===== config.mk =====
export PLATFORM = sky130hd
export DESIGN_NAME = abwh_fifo
export DESIGN_NICKNAME = d
export VERILOG_FILES = /design/src/abwh_fifo.sv
export VERILOG_INCLUDE_DIRS = /design/src /design/src/src
export SDC_FILE = /design/constraint.sdc
export NUM_CORES = 1
export LEC_CHECK = 0
export BUFFER_PORTS_ARGS = -buffer_cell sky130_fd_sc_hd__buf_2
export CAP_MARGIN = 15
export CORE_ASPECT_RATIO = 1.1
export CORE_MARGIN = 3
export CORE_UTILIZATION = 45
export CTS_CLUSTER_SIZE = 24
export DETAILED_ROUTE_END_ITERATION = 8
export MAX_ROUTING_LAYER = met4
export PLACE_DENSITY = 0.7
export SYNTH_ARGS = -nofsm -noshare
export SYNTH_HDL_FRONTEND = slang
export SYNTH_SLANG_ARGS = --single-unit

===== constraint.sdc =====
create_clock -name clk -period 2.5 [get_ports clk]
set_clock_uncertainty 0.2 [all_clocks]
set_input_delay 0.125 -clock clk [delete_from_list [all_inputs] [get_ports clk]]
set_output_delay 0.125 -clock clk [all_outputs]
set_load 0.05 [all_outputs]

===== src/angle_binned_weight_histogram_unit_assert.svh =====
// Assertion macros shared by the histogram unit RTL.
`ifndef ANGLE_BINNED_WEIGHT_HISTOGRAM_UNIT_ASSERT_SVH
`define ANGLE_BINNED_WEIGHT_HISTOGRAM_UNIT_ASSERT_SVH

// Consequent must hold in the same cycle as the antecedent.
`define ABWH_ASSERT_NOW(label, ante, cons, msg) \
	label: assert property (@(posedge clk) disable iff (!arst_n) (ante) |-> (cons)) \
		else $error(msg);

// Consequent must hold in the cycle after the antecedent.
`define ABWH_ASSERT_NEXT(label, ante, cons, msg) \
	label: assert property (@(posedge clk) disable iff (!arst_n) (ante) |=> (cons)) \
		else $error(msg);

`endif


===== src/abwh_fifo.sv =====
// Small register FIFO used between the stages and at the result side.
`timescale 1ns / 1ps
`default_nettype none
module abwh_fifo #(
	parameter int WIDTH = 8,
	parameter int DEPTH = 2
) (
	input  wire logic             clk,
	input  wire logic             arst_n,
	input  wire logic             push,
	output logic                  full,
	input  wire logic [WIDTH-1:0] wdata,
	input  wire logic             pop,
	output logic                  empty,
	output logic      [WIDTH-1:0] rdata
);
	`include "angle_binned_weight_histogram_unit_assert.svh"

	localparam int PW = (DEPTH > 1) ? $clog2(DEPTH) : 1;
	localparam int CW = $clog2(DEPTH + 1);

	logic [WIDTH-1:0] slot_q [DEPTH];
	logic [PW-1:0]    wr_q, rd_q;
	logic [CW-1:0]    cnt_q;
	logic             do_push, do_pop;

	assign full    = (cnt_q == CW'(DEPTH));
	assign empty   = (cnt_q == '0);
	assign do_push = push && !full;
	assign do_pop  = pop && !empty;
	assign rdata   = slot_q[rd_q];

	always_ff @(posedge clk) begin
		if (do_push) begin
			slot_q[wr_q] <= wdata;
		end
	end

	always_ff @(posedge clk or negedge arst_n) begin
		if (!arst_n) begin
			wr_q  <= '0;
			rd_q  <= '0;
			cnt_q <= '0;
		end else begin
			if (do_push) begin
				wr_q <= (wr_q == PW'(DEPTH - 1)) ? '0 : wr_q + 1'b1;
			end
			if (do_pop) begin
				rd_q <= (rd_q == PW'(DEPTH - 1)) ? '0 : rd_q + 1'b1;
			end
			if (do_push && !do_pop) begin
				cnt_q <= cnt_q + 1'b1;
			end else if (do_pop && !do_push) begin
				cnt_q <= cnt_q - 1'b1;
			end
		end
	end

	`ABWH_ASSERT_NOW(a_cnt_bound, 1'b1, cnt_q <= CW'(DEPTH), "fifo count beyond depth")
	`ABWH_ASSERT_NEXT(a_cnt_inc, do_push && !do_pop, cnt_q == $past(cnt_q) + 1'b1, "fifo push lost")
	`ABWH_ASSERT_NEXT(a_cnt_dec, do_pop && !do_push, cnt_q == $past(cnt_q) - 1'b1, "fifo pop lost")
endmodule
`default_nettype wire


==> results.sh <==
export IMPL_outcome="finished clean"
export IMPL_clock_path_buffers=2
export IMPL_peakVddDrop_uv=792
export IMPL_arrival_ns=1.58
export IMPL_routed_wl_mm=1.24
export IMPL_vias=455
export IMPL_cpPeakStageDelay_ns=0.56
export IMPL_diodes=0
export IMPL_maxCapViolations=0
export IMPL_reg2reg_to="slot_q[0][3]"
export IMPL_via_per_inst=4.69
export IMPL_path_cells="nand2b_1, nand2_2, nor2_1"
export IMPL_avgSynthCellArea_um2=17.8
export IMPL_fin_crit_ns=1.85
export IMPL_cts_resized=0
export IMPL_core_area_mm2=0.00160
export IMPL_end_kind="register"
export IMPL_hp_start="cnt_q[1]"
export IMPL_synth_edf_count=16
export IMPL_path_delay_family="simple AND/OR/NAND/NOR gates"
export IMPL_hold_class="reg -> reg"
export IMPL_cp_num_buf_inv=0
export IMPL_finalHoldViolCount=0
export IMPL_wl_per_cell_um=12.8
export IMPL_nets=94
export IMPL_r2r_start="cnt_q[0]"
export IMPL_instances_no_fill=97
export IMPL_synth_area_leaders="edfxtp_1 (61%), dfrtp_1 (13%), mux2_1 (8.6%)"
export IMPL_drt_initial_drc_count=2
export IMPL_async_flop_share=0.200
export IMPL_n_fill_cell=114
export IMPL_critPathSlowestCell="nor2_1"
export IMPL_grt_max_degree=12
export IMPL_fmax_mhz=541
export IMPL_reg2reg_slack_ns=0.65
export IMPL_syn_to_final_growth_pct=34.2
export IMPL_cp_start_kind="register"
export IMPL_finalWorstSetupSlack_ns=0.650
export IMPL_power_total_mw=1.26
export IMPL_drive_gt1_frac=0.350
export IMPL_ios=22
export IMPL_h_tree_depth=1
export IMPL_ys_ff_latch=20
export IMPL_synth_simple_gate_area_frac=0.0384
export IMPL_holdPathEnd="cnt_q[1]"
export IMPL_relSlewSlack=0.517
export IMPL_synth_xor_area_frac=0.0656
export IMPL_period_share=0.740
export IMPL_first_global_vias=452
export IMPL_rsz0062_at_grt="no"
export IMPL_syn_num_nets=57
export IMPL_dp_cells=81
export IMPL_initial_core_util=0.490
export IMPL_crit_required_ns=2.23
export IMPL_clk_pin_slew_worst_paths_ns=0.10
export IMPL_design_area_mm2=0.00105
export IMPL_clkLatencyLatePin_ns=0.28
export IMPL_seq_area_frac_synth=0.742
export IMPL_postSynthCellCount=44
export IMPL_die_area_mm2=0.00227
export IMPL_yosysMostFrequentCell="edfxtp_1"
export IMPL_clock_sinks=20
export IMPL_hold_depth=1
export IMPL_grt_overflow=0
export IMPL_muxShareOfSynthArea=0.115
export IMPL_hpwl_um=840
export IMPL_antenna_left=0
export IMPL_crit_type="reg -> reg"
export IMPL_gp_congestion=0.697
export IMPL_ys_types=15
export IMPL_place_area_um2=903
export IMPL_synth_common_cells="edfxtp_1 (16), mux2_1 (6), dfrtp_1 (4)"
export IMPL_dp_slack_ns=0.648
export IMPL_rr_worst_depth=3
export IMPL_finalMaxSlewViolations=0
export IMPL_netlist_area_um2=782
export IMPL_cts_inserted_buffers=3
export IMPL_yosysTopAreaCell="edfxtp_1"
export IMPL_drt_pre_antenna_iters=2
export IMPL_synth_top_family_by_area="multiplexers"
export IMPL_die_h_um=49.7
export IMPL_grt_pass1_wl_mm=2.04
export IMPL_timing_setup_tns_ns=0
export IMPL_rows=15
export IMPL_grt_antenna_before_repair=0
export IMPL_grt_usage=0.127
export IMPL_synthFlopType="edfxtp_1"
export IMPL_crit_start="cnt_q[0]"
export IMPL_yosys_warnings=0
export IMPL_path_max_fanout=8
export IMPL_setup_viol=0
export IMPL_synth_compound_area_frac=0.00640
export IMPL_p_per_area_mw_per_mm2=1200
export IMPL_cts_root_buf="clkbuf_4"
export IMPL_yosys_area_share_adder=0.0160
export IMPL_drc=0
export IMPL_io_buffer_count=21
export IMPL_tightest_slew_ns=0.722
export IMPL_synth_top_cell_area_share=0.614
export IMPL_leakage_nw=0.439
export IMPL_dieWidth_um=45.7
export IMPL_cts_tree="yes"
-- worst max path at each step --
| stage | cells past startpoint | slack [ns] | end |
|---|---|---|---|
| global placement | 3 | 0.79 | slot_q[0][3] |
| finish | 3 | 0.65 | slot_q[0][3] |
| global route | 3 | 0.56 | slot_q[0][7] |
| floorplan | 3 | 0.91 | slot_q[0][0] |
| CTS | 3 | 0.64 | slot_q[0][7] |
| detailed placement | 3 | 0.65 | slot_q[0][4] |
-- registers in the layout (all words and copies together) (netlist names) --
| signal | flops |
|---|---|
| cnt_q | 2 |
| wr_q | 1 |
| slot_q | 16 |
| rd_q | 1 |
-- what timing repair did --
| item | 4_1_cts | 5_1_grt |
|---|---|---|
| hold buffers | 12 | 0 |
| hold endpoints to repair | 22 | 0 |
| setup endpoints to repair | 0 | 0 |
| buffers inserted | 0 | 0 |
-- cells by family (layout without fill, tap and decap cells) --
kind of cell | count (synthesis) | after routing
mux | 8 | 8
compound gates | 1 | 1
fa+ha+maj | 1 | 1
xor+xnor | 5 | 5
flops | 20 | 20
buf+inv | 3 | 39
simple gates | 6 | 6
-- per-stage QoR --
stage / util / hold slack, ns
after floorplan: - / -0.371
after global placement: 0.566 / -0.263
after detailed placement: 0.566 / -0.262
after CTS: 0.658 / 0.326
after global routing: 0.658 / 0.341
final: 0.658 / 0.320
-- cells in the final DEF (no fill, tap or decap) --
cell type,count
buf_2,21
edfxtp_1,16
dlygate4sd3_1,12
mux2_1,6
dfrtp_1,4
nor2_1,3
clkbuf_4,3
mux2_2,2
inv_1,2
xnor2_1,2
xor2_1,2
nand2b_1,1
nand2_2,1
o21ai_1,1
and3_1,1
xnor2_2,1
ha_1,1
clkbuf_1,1
-- worst register-to-register path, delay by kind of cell (launching register included) --
kind | cells | cell delay (ns)
flops | 1 | 0.45
simple gates | 3 | 0.84
-- where the power goes --
part	switching, mW	internal [mW]
logic	0.394	0.184
clock network	0.0856	0.0619
registers	0.0732	0.466
total	0.553	0.711
-- metal layers --
metal,up-vias,global-route usage,part of all wire
met1,212,0.144,0.42
met2,12,0.219,0.53
met4,0,0.0284,0
met3,0,0.0328,0.053
li1,231,-,-
met5,-,-,0
-- final cells by class --
cell class	count	area (um^2)	share of cell area
Sequential cell	20	581	0.553
Timing Repair Buffer	33	225	0.215
Multi-Input combinational cell	21	189	0.180
Clock buffer	4	26.3	0.0250
Tap cell	17	21.3	0.0203
Inverter	2	7.51	0.00715
No activity file was read; power rests on OpenSTA's default activity.
